<file path="src/sv/b38cp_pkg.sv">
// Package for the base-38 callsign packer: transaction structs, state and status codes,
// and the character-to-digit mapping.
// No dependencies.
package b38cp_pkg;

	// Field and accumulator geometry.
	localparam int unsigned MAX_FIELD_CHARS = 24;
	localparam int unsigned LEN_W           = 5;
	localparam int unsigned LIMB_W          = 32;
	localparam int unsigned ACC_W           = 128;
	localparam int unsigned CARRY_W         = 6;
	localparam logic [LEN_W-1:0] FIELD_LENGTH_RESET = 5'd13;
	localparam logic [LEN_W-1:0] COUNT_MAX          = 5'd31;
	localparam logic [LEN_W-1:0] MAX_LEN            = LEN_W'(MAX_FIELD_CHARS);

	// Base-38 digit codes.
	localparam logic [CARRY_W-1:0] DIGIT_SPACE  = 6'd0;
	localparam logic [CARRY_W-1:0] DIGIT_LETTER = 6'd1;
	localparam logic [CARRY_W-1:0] DIGIT_SLASH  = 6'd27;
	localparam logic [CARRY_W-1:0] DIGIT_NUMBER = 6'd28;

	typedef enum logic [1:0] {
		ST_OK         = 2'd0,
		ST_BAD_CHAR   = 2'd1,
		ST_OVERLENGTH = 2'd2
	} status_t;

	typedef enum logic [2:0] {
		S_IDLE,
		S_MUL,
		S_CHECK,
		S_PAD,
		S_EMIT
	} state_t;

	typedef struct packed {
		logic [7:0] char_code;
		logic       last;
	} char_item_t;

	typedef struct packed {
		logic [61:0] value_high;
		logic [63:0] value_low;
		status_t     status;
	} result_t;

	typedef struct packed {
		logic               ok;
		logic [CARRY_W-1:0] value;
	} digit_t;

	// Maps one character byte to its base-38 digit; ok is low for characters with no digit.
	function automatic digit_t char_digit(input logic [7:0] c);
		digit_t d;
		d.ok    = 1'b1;
		d.value = DIGIT_SPACE;
		if (c == 8'd32) begin
			d.value = DIGIT_SPACE;
		end else if (c >= 8'd65 && c <= 8'd90) begin
			d.value = CARRY_W'(c - 8'd65) + DIGIT_LETTER;
		end else if (c >= 8'd97 && c <= 8'd122) begin
			d.value = CARRY_W'(c - 8'd97) + DIGIT_LETTER;
		end else if (c == 8'd47) begin
			d.value = DIGIT_SLASH;
		end else if (c >= 8'd48 && c <= 8'd57) begin
			d.value = CARRY_W'(c - 8'd48) + DIGIT_NUMBER;
		end else begin
			d.ok = 1'b0;
		end
		return d;
	endfunction

endpackage

</file>
<file path="src/sv/base38_callsign_packer.sv">
// Top level of the base-38 callsign packer: sequencer, shared limb multiplier and result register.
// Depends on b38cp_pkg.
//
// The block takes a callsign one character per transaction and returns one result transaction
// (packed value and status) after the character flagged last. All arithmetic runs through one
// 32-bit by 38 multiply-add unit that walks the 128-bit accumulator one limb per cycle, so each
// multiply by 38 takes four limb steps. A character that adds a digit occupies the block for its
// accept step plus four limb steps; an ignored character is only accepted. After the last
// character come a check state and, for a clean string, a pad step plus four limb steps for each
// padding space (field_length clamped to MAX_LEN, minus characters received) and a pad step that
// ends the padding; then the emit state loads the result register. A result waiting to be taken
// holds the block only when the next callsign finishes before it is taken.
module base38_callsign_packer
	import b38cp_pkg::*;
(
	input  logic             clk,
	input  logic             arst_n,
	input  logic             cfg_wr_en,
	input  logic [LEN_W-1:0] cfg_wr_data,
	input  logic             char_valid,
	output logic             char_stall,
	input  char_item_t       char_item,
	output logic             result_valid,
	input  logic             result_stall,
	output result_t          result
);

	state_t               state_q, state_d;
	logic [LEN_W-1:0]     field_length_q;
	logic [ACC_W-1:0]     acc_q;
	logic [CARRY_W-1:0]   carry_q;
	logic [1:0]           limb_q;
	logic [LEN_W-1:0]     count_q;
	logic [LEN_W-1:0]     pad_q;
	logic                 bad_q;
	logic                 ovl_q;
	logic                 last_q;
	logic                 pad_mode_q;
	status_t              status_q;
	logic                 result_valid_q;
	result_t              result_q;

	logic [LEN_W-1:0]     len_eff;
	digit_t               dig;
	logic [LEN_W-1:0]     count_new;
	logic                 ovl_new;
	logic                 bad_new;
	logic                 char_fire;
	logic                 emit_fire;
	status_t              status_chk;
	logic [LIMB_W+CARRY_W-1:0] prod;
	logic [LIMB_W-1:0]    limb_new;

	// Effective length, clamped to the widest field.
	assign len_eff = (field_length_q > MAX_LEN) ? MAX_LEN : field_length_q;

	// Per-character flags as they stand after this character.
	assign dig       = char_digit(char_item.char_code);
	assign count_new = (count_q < COUNT_MAX) ? count_q + 1'b1 : count_q;
	assign ovl_new   = ovl_q | (count_new > len_eff);
	assign bad_new   = bad_q | ~dig.ok;

	// Final status, with the count tested again against the current length.
	always_comb begin
		if (ovl_q || (count_q > len_eff)) begin
			status_chk = ST_OVERLENGTH;
		end else if (bad_q) begin
			status_chk = ST_BAD_CHAR;
		end else begin
			status_chk = ST_OK;
		end
	end

	// Shared unit: lowest limb times 38 plus carry; the top two accumulator bits are kept clear.
	assign prod = {{CARRY_W{1'b0}}, acc_q[LIMB_W-1:0]} * (LIMB_W+CARRY_W)'(38)
		+ {{LIMB_W{1'b0}}, carry_q};
	always_comb begin
		limb_new = prod[LIMB_W-1:0];
		if (limb_q == 2'd3) begin
			limb_new[LIMB_W-1 -: 2] = 2'b00;
		end
	end

	// Next-state logic.
	always_comb begin
		state_d = state_q;
		unique case (state_q)
			S_IDLE: begin
				if (char_valid) begin
					if (!ovl_new && dig.ok) begin
						state_d = S_MUL;
					end else if (char_item.last) begin
						state_d = S_CHECK;
					end
				end
			end
			S_MUL: begin
				if (limb_q == 2'd3) begin
					if (pad_mode_q) begin
						state_d = S_PAD;
					end else if (last_q) begin
						state_d = S_CHECK;
					end else begin
						state_d = S_IDLE;
					end
				end
			end
			S_CHECK: begin
				state_d = (status_chk == ST_OK) ? S_PAD : S_EMIT;
			end
			S_PAD: begin
				state_d = (pad_q == '0) ? S_EMIT : S_MUL;
			end
			S_EMIT: begin
				if (!result_valid_q || !result_stall) begin
					state_d = S_IDLE;
				end
			end
			default: state_d = S_IDLE;
		endcase
	end

	// Handshake outputs and strobes.
	always_comb begin
		char_stall = (state_q != S_IDLE);
		char_fire  = (state_q == S_IDLE) && char_valid;
		emit_fire  = (state_q == S_EMIT) && (!result_valid_q || !result_stall);
	end

	assign result_valid = result_valid_q;
	assign result       = result_q;

	// Control registers.
	always_ff @(posedge clk or negedge arst_n) begin
		if (!arst_n) begin
			state_q        <= S_IDLE;
			field_length_q <= FIELD_LENGTH_RESET;
			result_valid_q <= 1'b0;
			count_q        <= '0;
			bad_q          <= 1'b0;
			ovl_q          <= 1'b0;
			acc_q          <= '0;
		end else begin
			state_q <= state_d;
			if (cfg_wr_en) begin
				field_length_q <= cfg_wr_data;
			end
			if (emit_fire) begin
				result_valid_q <= 1'b1;
			end else if (!result_stall) begin
				result_valid_q <= 1'b0;
			end
			if (char_fire) begin
				count_q <= count_new;
				bad_q   <= bad_new;
				ovl_q   <= ovl_new;
			end else if (state_q == S_CHECK) begin
				ovl_q <= (status_chk == ST_OVERLENGTH);
			end else if (emit_fire) begin
				count_q <= '0;
				bad_q   <= 1'b0;
				ovl_q   <= 1'b0;
			end
			// Accumulator rotates one limb per multiply step.
			if (state_q == S_MUL) begin
				acc_q <= {limb_new, acc_q[ACC_W-1:LIMB_W]};
			end else if (emit_fire) begin
				acc_q <= '0;
			end
		end
	end

	// Sequencer working registers and result payload.
	always_ff @(posedge clk) begin
		unique case (state_q)
			S_IDLE: begin
				carry_q    <= dig.value;
				limb_q     <= 2'd0;
				last_q     <= char_item.last;
				pad_mode_q <= 1'b0;
			end
			S_MUL: begin
				carry_q <= prod[LIMB_W+CARRY_W-1:LIMB_W];
				limb_q  <= limb_q + 2'd1;
			end
			S_CHECK: begin
				status_q <= status_chk;
				pad_q    <= len_eff - count_q;
			end
			S_PAD: begin
				carry_q    <= DIGIT_SPACE;
				limb_q     <= 2'd0;
				pad_mode_q <= 1'b1;
				pad_q      <= pad_q - 1'b1;
			end
			S_EMIT: begin
				if (emit_fire) begin
					result_q.status <= status_q;
					if (status_q == ST_OK) begin
						result_q.value_high <= acc_q[125:64];
						result_q.value_low  <= acc_q[63:0];
					end else begin
						result_q.value_high <= '0;
						result_q.value_low  <= '0;
					end
				end
			end
			default: begin
				limb_q <= 2'd0;
			end
		endcase
	end

	// The multiply carry never reaches 38, so no limb product overflows.
	assert property (@(posedge clk) disable iff (!arst_n)
		(state_q == S_MUL) |-> (carry_q < 6'd38))
		else $error("multiply carry out of range");

	// The accumulator stays within 126 bits whenever a limb walk is not in flight.
	assert property (@(posedge clk) disable iff (!arst_n)
		(state_q != S_MUL) |-> (acc_q[ACC_W-1 -: 2] == 2'b00))
		else $error("accumulator exceeded 126 bits");

	// An error result carries a zero value.
	assert property (@(posedge clk) disable iff (!arst_n)
		(result_valid_q && (result_q.status != ST_OK)) |->
		((result_q.value_high == '0) && (result_q.value_low == '0)))
		else $error("error result with non-zero value");

	// Padding only starts once the string has been checked clean.
	assert property (@(posedge clk) disable iff (!arst_n)
		(state_q == S_CHECK && state_d == S_PAD) |-> (count_q <= len_eff))
		else $error("padding started on an overlength string");

endmodule

</file>
<file path="config.mk">
export PLATFORM = sky130hd
export DESIGN_NAME = base38_callsign_packer
export DESIGN_NICKNAME = d
export VERILOG_FILES = /design/src/sv/b38cp_pkg.sv /design/src/sv/base38_callsign_packer.sv
export SDC_FILE = /design/constraint.sdc
export NUM_CORES = 1
export LEC_CHECK = 0
export BUFFER_PORTS_ARGS = -buffer_cell sky130_fd_sc_hd__buf_2
export CAP_MARGIN = 20
export CORE_MARGIN = 3
export CORE_UTILIZATION = 40
export CTS_BUF_LIST = sky130_fd_sc_hd__clkbuf_2
export CTS_CLUSTER_SIZE = 20
export DETAILED_ROUTE_END_ITERATION = 16
export PLACE_DENSITY = 0.59
export SLEW_MARGIN = 20
export SYNTH_ARGS = -nofsm -noshare
export SYNTH_HDL_FRONTEND = slang
export SYNTH_SLANG_ARGS = --single-unit
</file>
<file path="constraint.sdc">
create_clock -name clk -period 14.27 [get_ports clk]
set_input_delay 3.5675 -clock clk [delete_from_list [all_inputs] [get_ports clk]]
set_output_delay 3.5675 -clock clk [all_outputs]
set_load 0.01 [all_outputs]
</file>
# --- Word level (Yosys, flattened, before mapping) ---
# Cells that the tools add are included.
op_classes:
  add_sub_neg: 11
  multipliers: 1
  order_cmp: 10
  n_eq_ne: 14
  n_mux: 41
  bitwise: 3
  n_reduce_logical: 26
ops:
  columns: ["op", "n"]
  rows:
  - ["two-way mux 128 bit", 2]
  - ["adder 38 x 6 -> 38 bit", 1]
  - ["multiplier 32 x 5 -> 37 bit, second input constant", 1]
  - ["two-way mux 6 bit", 5]
  - ["two-way mux 5 bit", 5]
  - ["two-way mux 3 bit", 7]
  - ["case mux 6 bit (3 select lines)", 1]
  - ["equality test 8 x 6 -> 1 bit, second input constant", 2]
  - [">= comparator 8 x 7 -> 1 bit, second input constant", 2]
  - ["<= comparator 8 x 7 -> 1 bit, second input constant", 2]
  - ["case mux 3 bit (5 select lines)", 1]
  - ["two-way mux 1 bit", 13]
  - ["adder 6 x 1 -> 6 bit, second input constant", 2]
  - ["subtractor 6 bit, second input constant", 2]
  - ["> comparator 5 bit", 2]
  - ["case mux 5 bit (2 select lines)", 1]
  - ["nonzero test 3 bit", 3]
  - [">= comparator 8 x 6 -> 1 bit, second input constant", 1]
  - ["<= comparator 8 x 6 -> 1 bit, second input constant", 1]
  - ["two-way mux 2 bit", 4]
  - ["!= test 2 bit, second input constant", 4]
  - ["nonzero test 2 bit", 4]
  - ["adder 6 x 5 -> 6 bit, second input constant", 1]
  - ["equality test 3 x 2 -> 1 bit, second input constant", 2]
  - ["25 further kinds", 37]
word_totals:
  regBits: 289
  in_bits: 19
  output_inout_bits: 130
  wordCells: 122

# --- Longest topological paths before layout ---
# Gate-level depths: netlist (run 1).
logic_depth:
  depth_word: 11
  depth_mapped: 16
  ltp_nobuf: 15

# --- Worst setup path before layout (run 1) ---
# No wires, ideal clock.
synth_path:
  path_kind: "input to register"
  from: "in result_stall"
  to: "reg acc_q[107]"
  setup_ns: 0.327
  t_arrival_ns: 8.215
  required_time_ns: 13.943
  path_slack_ns: 5.728
  path_stages: 4
  n_path_buf: 2
  cell_sequence: "a21oi_1 -> clkbuf_1 -> buf_1 -> o22ai_1"
synth_via:
  elab_chain_cells: 4
synth_rtl:
  columns: ["item", "line_no", "text"]
  rows:
  - ["from (decl)", "base38_callsign_packer.sv:24", "input logic result_stall,"]
  - ["logical NOT 1 bit", null, null]
  - ["logical OR 1 bit", "base38_callsign_packer.sv:127", "emit_fire = (state_q == S_EMIT) && (!result_valid_q || !result_stall);"]
  - ["logical AND 1 bit", "base38_callsign_packer.sv:127", null]
  - ["via emit_fire", "base38_callsign_packer.sv:49", "logic emit_fire;"]
  - ["nonzero test 2 bit (no source line)", null, null]
  - ["to (signal assigned)", "base38_callsign_packer.sv:166", "acc_q <= {limb_new, acc_q[ACC_W-1:LIMB_W]};"]
  - ["to (decl)", "base38_callsign_packer.sv:30", "logic [ACC_W-1:0] acc_q;"]
# The timed path passes the listed nets, and every way through them passes these cells.
# A chain may end at the register's enable or synchronous reset.

# --- Worst setup path after layout (run 1) ---
layout_path:
  from: "reg state_q[2]"
  to: "out char_stall"
layout_via:
  elab_chain_cells: 1
layout_rtl:
  columns: ["item", "line_no", "text"]
  rows:
  - ["from (decl)", "base38_callsign_packer.sv:28", "state_t state_q, state_d;"]
  - ["from (signal assigned)", "base38_callsign_packer.sv:144", "state_q <= state_d;"]
  - ["nonzero test 3 bit", "base38_callsign_packer.sv:125", "char_stall = (state_q != S_IDLE);"]
  - ["to (decl)", "base38_callsign_packer.sv:21", "output logic char_stall,"]
# Every way passes these cells.

==> flow_summary_export.csv, run 1 <==
group,metric,value,unit
global_route,use_met3,3.49,%
power_and_ir_drop,p_sw_share,44.8,%
yosys,ys_warn_count,0,
detailed_routing,vias,12100,
clock_network,cts-root-buf,"clkbuf_2",
yosys,syn_inst,1631,
timing,setup_tns,0,ns
timing,final.min_clock_period,5.67,ns
power_and_ir_drop,clock_power_share,16.3,%
die,start_util,40.6,%
die,dieWidth,207,um
yosys,synth_cell_types,76,
global_route,grt_pass1_wl,63900,um
clock_network,post_cts_buffers,0,
timing,post-route-period-util,39.8,%
detailed_routing,avgRoutedWirePerCell,16.8,um
clock_network,cts.clk_slew.worst_paths,0.11,ns
timing,slew_headroom,33.8,%
job,cap_violations,0,
placed_design,dpl.hpwl,28900,um
critical_path,slowest_delay,0.50,ns
critical_path,end_kind,"output port",
timing,grt_setup_unrepaired,"false",
detailed_routing,drt-initial-drc-count,805,
layout,drive_above_1_share,17.2,%
global_route,grt_pass1_vias,11800,
timing,slew_violations,0,
power_and_ir_drop,ir_worst_vdd,0.0762,mV
hold_path,hold_path.class,"reg -> reg",
power_and_ir_drop,pwr-share-comb,46.6,%
layout,final_area,18100,um2
timing,clock_skew,0.0757,ns
yosys,ys_ff_latch,289,
critical_path,required,10.70,ns
yosys,syn_nets,1770,
global_route,grtUsageTotal,18.3,%
global_route,grt_use_met2,27.7,%
yosys,avgSynthCellArea,9.93,um2
hold_path,hold_path_end,"acc_q[42]$_DFFE_PN0P_",
placed_design,dpl-instance-area,17400,um2
die,row_count,73,
critical_path,r2r_start,"acc_q[4]$_DFFE_PN0P_",
critical_path,path_cells,"or3_1 > buf_2",
power_and_ir_drop,power_density,205,nW/um2
power_and_ir_drop,cell_internal_pwr,2.05,mW
yosys,synthFlopType,"edfxtp_1",
hold_path,worstHoldPathCells,2,
timing,clock.fmax,176,MHz
detailed_routing,wirelength,39900,um
detailed_routing,drc_errors,0,
die,ios,149,
clock_network,clk_latency,0.94,ns
critical_path,rr_worst_depth,15,
critical_path,r2r_slack,9.08,ns
layout,syn_to_final_growth,12.0,%
clock_network,clockBufferDepth,3,
run_status,status,"finished, final reports clean",
global_route,grt_use_met1,26.6,%
timing,setup_viol,0,
critical_path,cp.arrival,2.11,ns
layout,layout_commonest_cell,"nand2_1",
critical_path,rr_endpoint,"carry_q[4]$_DFFE_PP_",
clock_network,cts_sinks,289,
power_and_ir_drop,seqPwrFrac,37.1,%
clock_network,cts_resized,0,
critical_path,crit_type,"reg -> out",
clock_network,cts_hold_buf,0,
layout,final_cell_mix,"nand2_1 (270), inv_1 (163), buf_2 (147), edfxtp_1 (145), dfrtp_1 (141)",
layout,fin_nets,1924,
die,die_y,207,um
clock_network,cts_tree,"yes",
hold_path,worstHoldStart,"acc_q[74]$_DFFE_PN0P_",
power_and_ir_drop,p_sw,1.66,mW
global_route,grt_max_degree,113,
detailed_routing,viasPerCell,5.11,
placed_design,io_buffers,148,
timing,hold_violations,0,
global_route,antenna_found_initial,1,
global_route,overflow,0,
yosys,seq_area_frac_synth,49.1,%
die,core_area,39900,um2
detailed_routing,drtAntennaViolNets,0,
power_and_ir_drop,cellLeakagePower,8.19,nW
placed_design,gp_congestion,0.845,
yosys,syn_area,16200,um2
timing,worst_pin_slew,0.992,ns
clock_network,cts_buffers,77,
global_route,grt_busiest_layer,"met2",
detailed_routing,first_pass_iters,5,
critical_path,slowest_stage,"or3_1",
yosys,async_flop_share,49.8,%
critical_path,critPathMaxFanout,10,
critical_path,cp-start-kind,"register",
yosys,synth_edf_count,145,
die,die_area,43000,um2
clock_network,htree_levels,3,
[registers in the layout (all words and copies together), names as in the netlist, 2 cells and up]
register	count
acc_q	128
carry_q	6
count_q	5
field_length_q	5
limb_q	2
pad_q	5
result	128
state_q	3
status_q	2
[area by class of cell]
class,instances,area [um2]
diodes,1,2.50
clock buffers,120,601
clock inverters,22,140
fillers,3837,21800
inverters,163,612
multi-input cells,1094,7320
flip-flops and latches,289,7960
well taps,525,657
repair buffers,160,841
[worst max-delay path: cells and delay by family (launching register included)]
kind	cells	cell delay (ns)
buffers and inverters	1	0.19
AND/OR/NAND/NOR	1	0.50
flip-flops	1	0.49
[kinds of logic after synthesis]
family                   count (synthesis)  share of synthesized area, %
multiplexers                            12                         0.772
flip-flops                             289                          49.1
AO/OA/AOI/OAI                          319                          12.4
adder cells (fa/ha/maj)                120                          10.7
AND/OR/NAND/NOR                        587                          18.1
buffers and inverters                  248                          5.83
XOR/XNOR                                56                          3.07
[routing by layer]
metal  vias up  wire (um)  part of all wire (%)
li1       5961          -                     -
met1      5849      19500                    49
met2       272      17800                    45
met3        51       1800                   4.5
met4         0        763                   1.9
met5         -          0                     0
[per-stage QoR]
stage / hold WS [ns] / worst slack [ns] / power, mW / std cells / utilization [%]
after floorplan: 0.424 / 5.73 / 2.66 / 1631 / -
after global placement: 0.471 / 8.49 / 3.09 / 2230 / 43.6
after detailed placement: 0.475 / 8.42 / 3.14 / 2231 / 43.6
after CTS: 0.478 / 8.46 / 3.76 / 2373 / 45.4
after global routing: 0.513 / 8.46 / 4.05 / 2374 / 45.4
final: 0.495 / 8.60 / 3.71 / 2374 / 45.4
[how the worst max path moves through the flow]
stage	start	to	slack, ns	depth (start not counted)
finish	state_q[2]$_DFFE_PN0P_	char_stall	8.60	2
global route	state_q[2]$_DFFE_PN0P_	char_stall	8.46	2
CTS	state_q[2]$_DFFE_PN0P_	char_stall	8.46	2
detailed placement	char_item[3]	state_q[0]$_DFFE_PN0P_	8.42	13
global placement	result_stall	count_q[2]$_DFFE_PN0P_	8.49	6
floorplan	result_stall	acc_q[107]$_DFFE_PN0P_	5.73	4
[power by group through the flow]
stage,sequential [mW],combinational (mW),clock (mW)
2_1_floorplan,1.35,1.31,0
3_3_place_gp,1.39,1.70,0
3_5_place_dp,1.40,1.74,0
4_1_cts,1.38,1.75,0.633
5_1_grt,1.41,1.97,0.677
6_report,1.38,1.73,0.604
[Yosys cell counts (31+ instances only)]
library cell  number  area share [%]
a21oi_1           47             1.5
and2_1           106             4.1
clkbuf_1          67             1.6
dfrtp_1          141              22
edfxtp_1         145              27
ha_1              90             7.0
inv_1            163             3.8
nand2_1          270             6.3
nor2_1            50             1.2
nor3_1            43             1.3
o21ai_0          116             3.6
xor2_1            31             1.7
No activity file was read; power rests on OpenSTA's default activity.
==> run 2, diff against run 1 <==
- PLACE_DENSITY: 0.59 -> 0.62
- clock period: 14.27 -> 5.2 ns (I/O delays scaled with it)
==> flow_summary_export.csv, run 2 (synthesis results as in run 1) <==
group,metric,value,unit
detailed_routing,drc_errors,0,
clock_network,cts_tree,"yes",
clock_network,clk_latency,0.92,ns
clock_network,cts_resized,0,
timing,post-route-period-util,94.1,%
layout,fin_nets,1924,
power_and_ir_drop,clock_power_share,15.4,%
layout,syn_to_final_growth,11.9,%
layout,fill_cells,3875,
detailed_routing,drtAntennaViolNets,0,
die,core_area,39900,um2
placed_design,dpl-instance-area,17400,um2
critical_path,required,5.83,ns
power_and_ir_drop,power_density,558,nW/um2
die,row_count,73,
layout,drive_above_1_share,17.4,%
die,ios,149,
detailed_routing,wirelength,40200,um
critical_path,cp-start-kind,"register",
clock_network,cts.clk_slew.worst_paths,0.11,ns
hold_path,hold_path.class,"in -> async",
critical_path,cp.arrival,5.52,ns
critical_path,r2r_slack,0.30,ns
critical_path,critPathMaxFanout,8,
layout,multi_input_area,7330,um2
power_and_ir_drop,ir_worst_vdd,0.297,mV
die,dieWidth,207,um
timing,slew_headroom,44.3,%
power_and_ir_drop,p_sw_share,45.3,%
die,start_util,40.6,%
die,die_area,43000,um2
power_and_ir_drop,p_sw,4.58,mW
clock_network,htree_levels,3,
clock_network,cts_sinks,289,
global_route,grt_max_degree,148,
timing,clock_skew,0.0555,ns
die,die_y,207,um
clock_network,clockBufferDepth,3,
global_route,antenna_found_initial,1,
global_route,overflow,0,
detailed_routing,avgRoutedWirePerCell,16.9,um
detailed_routing,vias,12100,
timing,clock.fmax,204,MHz
clock_network,cts-root-buf,"clkbuf_2",
timing,grt_setup_unrepaired,"true",
placed_design,dpl.hpwl,29000,um
job,cap_violations,0,
placed_design,io_buffers,148,
global_route,grtUsageTotal,18.7,%
clock_network,post_cts_buffers,0,
layout,layout_commonest_cell,"nand2_1",
critical_path,crit_type,"reg -> reg",
critical_path,end_kind,"register",
timing,hold_ws,0.468,ns
layout,fin_util,45.4,%
power_and_ir_drop,pwr-share-comb,47.4,%
detailed_routing,viasPerCell,5.09,
timing,worst_pin_slew,0.835,ns
timing,hold_violations,0,
timing,slew_violations,0,
power_and_ir_drop,cell_internal_pwr,5.54,mW
detailed_routing,first_pass_iters,5,
timing,final.min_clock_period,4.90,ns
clock_network,cts_hold_buf,0,
clock_network,cts_buffers,77,
run_status,status,"finished, final reports clean",
global_route,grt_pass1_wl,65200,um
layout,final_cell_mix,"nand2_1 (270), inv_1 (163), buf_2 (147), edfxtp_1 (145), dfrtp_1 (141)",
power_and_ir_drop,seqPwrFrac,37.3,%
power_and_ir_drop,cellLeakagePower,8.19,nW
detailed_routing,drt-initial-drc-count,780,
timing,setup_viol,0,
placed_design,gp_congestion,0.876,
global_route,grt_pass1_vias,12100,
layout,regArea,7960,um2
layout,final_area,18100,um2
run 2: worst paths after layout:
| kind | from | to | cells after the start |
|---|---|---|---|
| worst min-delay path | arst_n | acc_q[125]$_DFFE_PN0P_ | 1 |
| worst max-delay path | acc_q[14]$_DFFE_PN0P_ | carry_q[4]$_DFFE_PP_ | 15 |
| worst min register to register | acc_q[65]$_DFFE_PN0P_ | acc_q[33]$_DFFE_PN0P_ | 2 |
| min in group clk | acc_q[65]$_DFFE_PN0P_ | acc_q[33]$_DFFE_PN0P_ | 2 |
| max in group asynchronous | arst_n | acc_q[70]$_DFFE_PN0P_ | 2 |
| worst max register to register | acc_q[14]$_DFFE_PN0P_ | carry_q[4]$_DFFE_PP_ | 15 |
run 2: power by group through the flow:
stage / sequential, mW / clock [mW] / combinational, mW
CTS: 3.78 / 1.63 / 4.84
floorplan: 3.68 / 0 / 3.60
global placement: 3.80 / 0 / 4.73
finish: 3.77 / 1.55 / 4.80
detailed placement: 3.82 / 0 / 4.81
global route: 3.86 / 1.76 / 5.45
run 2: final cells by class:
class / count / area share (%)
multi-input cells: 1094 / 40.4
diodes: 1 / 0.0138
repair buffers: 160 / 4.82
well taps: 525 / 3.62
flip-flops and latches: 289 / 43.9
clock inverters: 22 / 0.511
clock buffers: 120 / 3.31
inverters: 163 / 3.37
run 2: metrics by stage:
step                      power [mW]  TNS [ns]  std cells  setup WS (ns)
after global placement          8.53         0       2231          0.325
after CTS                       10.3         0       2373          0.218
after floorplan                 7.28         0       1631          0.902
after detailed placement        8.64         0       2231          0.219
final                           10.1         0       2374          0.304
after global routing            11.1  -0.00463       2374       -0.00463
run 2: routing by layer:
| layer | routed length (um) | GRT usage (%) | vias to the layer above |
|---|---|---|---|
| met5 | 0 | 0 | - |
| met4 | 701 | 5.85 | 0 |
| met3 | 2190 | 3.99 | 44 |
| met2 | 18000 | 28.7 | 281 |
| met1 | 19300 | 26.7 | 5807 |
| li1 | - | - | 5960 |
run 2: critical path: stages (launching register included):
cell       delay, ns
dfrtp_1         0.46
ha_1            0.30
inv_1           0.06
fa_1            0.50
inv_1           0.04
ha_1            0.48
nand4_1         0.19
a2111oi_0       0.51
a22o_1          0.35
o22ai_1         0.21
nor4_4          0.27
nand4b_4        0.19
nor4_4          0.57
nand4_1         0.19
xnor2_1         0.18
o22ai_1         0.09
==> run 3, diff against run 2 <==
- PLACE_DENSITY: 0.62 -> 0.59
- clock period: 5.2 -> 5.7 ns (I/O delays scaled with it)
==> flow_summary_export.csv, run 3 (synthesis results as in run 1) <==
group,metric,value,unit
global_route,antenna_found_initial,2,
detailed_routing,drtAntennaViolNets,0,
power_and_ir_drop,ir_worst_vdd,0.193,mV
clock_network,htree_levels,3,
layout,final_cell_mix,"nand2_1 (270), inv_1 (163), buf_2 (147), edfxtp_1 (145), dfrtp_1 (141)",
clock_network,post_cts_buffers,0,
global_route,grt_use_met2,28.1,%
placed_design,gp_congestion,0.863,
die,start_util,40.6,%
timing,slew_headroom,33.5,%
clock_network,cts.clk_slew.worst_paths,0.13,ns
power_and_ir_drop,cellLeakagePower,8.18,nW
detailed_routing,vias,12300,
global_route,overflow,0,
hold_path,hold_path.class,"in -> async",
detailed_routing,first_pass_iters,7,
layout,fin_util,45.4,%
clock_network,clockBufferDepth,3,
global_route,use_met3,3.82,%
clock_network,cts_hold_buf,0,
critical_path,cp-start-kind,"register",
global_route,grt_use_met1,27.4,%
die,core_area,39900,um2
critical_path,r2r_slack,0.75,ns
run_status,status,"finished, final reports clean",
global_route,grt_pass1_vias,12000,
clock_network,cts-root-buf,"clkbuf_2",
detailed_routing,wirelength,40900,um
clock_network,cts_buffers,75,
timing,clock.fmax,202,MHz
detailed_routing,avgRoutedWirePerCell,17.3,um
timing,clock_skew,0.0826,ns
timing,slew_violations,0,
placed_design,io_buffers,148,
timing,hold_violations,0,
layout,syn_to_final_growth,11.9,%
die,ios,149,
die,die_area,43000,um2
layout,multi_input_area,7320,um2
timing,final.min_clock_period,4.95,ns
placed_design,dpl.hpwl,29800,um
layout,fin_nets,1924,
critical_path,end_kind,"register",
die,dieWidth,207,um
global_route,grtUsageTotal,18.9,%
critical_path,critPathMaxFanout,5,
critical_path,rr_worst_depth,15,
global_route,grt_max_degree,116,
detailed_routing,drc_errors,0,
critical_path,r2r_start,"acc_q[3]$_DFFE_PN0P_",
layout,regArea,7960,um2
job,cap_violations,0,
global_route,grt_busiest_layer,"met2",
clock_network,cts_tree,"yes",
critical_path,required,6.32,ns
detailed_routing,drt-initial-drc-count,750,
timing,setup_viol,0,
critical_path,cp.arrival,5.57,ns
critical_path,rr_endpoint,"carry_q[3]$_DFFE_PP_",
timing,post-route-period-util,86.9,%
clock_network,cts_sinks,289,
die,row_count,73,
clock_network,cts_resized,0,
die,die_y,207,um
layout,layout_commonest_cell,"nand2_1",
timing,setup_tns,0,ns
detailed_routing,viasPerCell,5.18,
global_route,grt_pass1_wl,65500,um
power_and_ir_drop,power_density,514,nW/um2
layout,drive_above_1_share,17.1,%
clock_network,clk_latency,0.96,ns
timing,worst_pin_slew,0.997,ns
critical_path,crit_type,"reg -> reg",
layout,fill_cells,3852,
timing,grt_setup_unrepaired,"false",
==> run 3: changes by cell type in the layout (fill, tap and decap cells not counted), sizes merged <==
cell      previous run  this run
bufinv               0         2
clkinv              20        17
buf                160       162
clkinvlp             0         1
clkbuf             120       111
==> run 3: worst max-delay path by stage <==
stage	startpoint	end	slack (ns)
after global placement	acc_q[4]$_DFFE_PN0P_	carry_q[4]$_DFFE_PP_	0.90
after floorplan	result_stall	acc_q[107]$_DFFE_PN0P_	1.28
after detailed placement	acc_q[4]$_DFFE_PN0P_	carry_q[4]$_DFFE_PP_	0.84
after CTS	acc_q[3]$_DFFE_PN0P_	carry_q[3]$_DFFE_PP_	0.80
after global routing	acc_q[3]$_DFFE_PN0P_	carry_q[4]$_DFFE_PP_	0.42
final	acc_q[3]$_DFFE_PN0P_	carry_q[3]$_DFFE_PP_	0.75
==> run 3: final cells by class <==
| cell class | count | share of cell area (%) |
|---|---|---|
| repair buffers | 162 | 4.81 |
| clock buffers | 111 | 3.06 |
| inverters | 163 | 3.38 |
| clock inverters | 22 | 0.794 |
| flip-flops and latches | 289 | 43.9 |
| well taps | 525 | 3.62 |
| diodes | 1 | 0.0138 |
| multi-input cells | 1094 | 40.4 |
==> run 3: routing by layer <==
layer	vias up	part of all wire, %
met5	-	0.037
met3	92	5.5
met4	2	2.9
met2	334	44
met1	5878	48
li1	5948	-
==> run 3: through the flow <==
step           hold slack (ns)  area [um2]  instances  power (mW)  setup WS, ns
6_report                 0.485       18100       2367        9.32         0.747
5_1_grt                  0.419       18100       2367        10.2         0.423
4_1_cts                  0.362       18100       2366        9.43         0.796
3_5_place_dp             0.477       17400       2233        7.89         0.843
3_3_place_gp             0.475       17400       2232        7.82         0.897
2_1_floorplan            0.424       16200       1631        6.64          1.28
==> run 3: report_power, final <==
part           internal, mW  total, mW  switching [mW]
logic                  1.57       4.39            2.82
registers              2.92       3.44           0.521
clock network         0.610       1.48           0.870
==> run 3: worst max-delay path, cell delays in order, from the launching register on <==
cell      delay, ns
dfrtp_1        0.46
ha_1           0.31
inv_1          0.05
fa_1           0.49
inv_1          0.04
ha_1           0.36
a21oi_1        0.40
nand2_1        0.15
o211ai_2       0.34
nand2_1        0.09
a311oi_1       0.58
nand3_1        0.37
nor4_4         0.54
nand3_1        0.19
xor2_1         0.18
o22ai_1        0.11
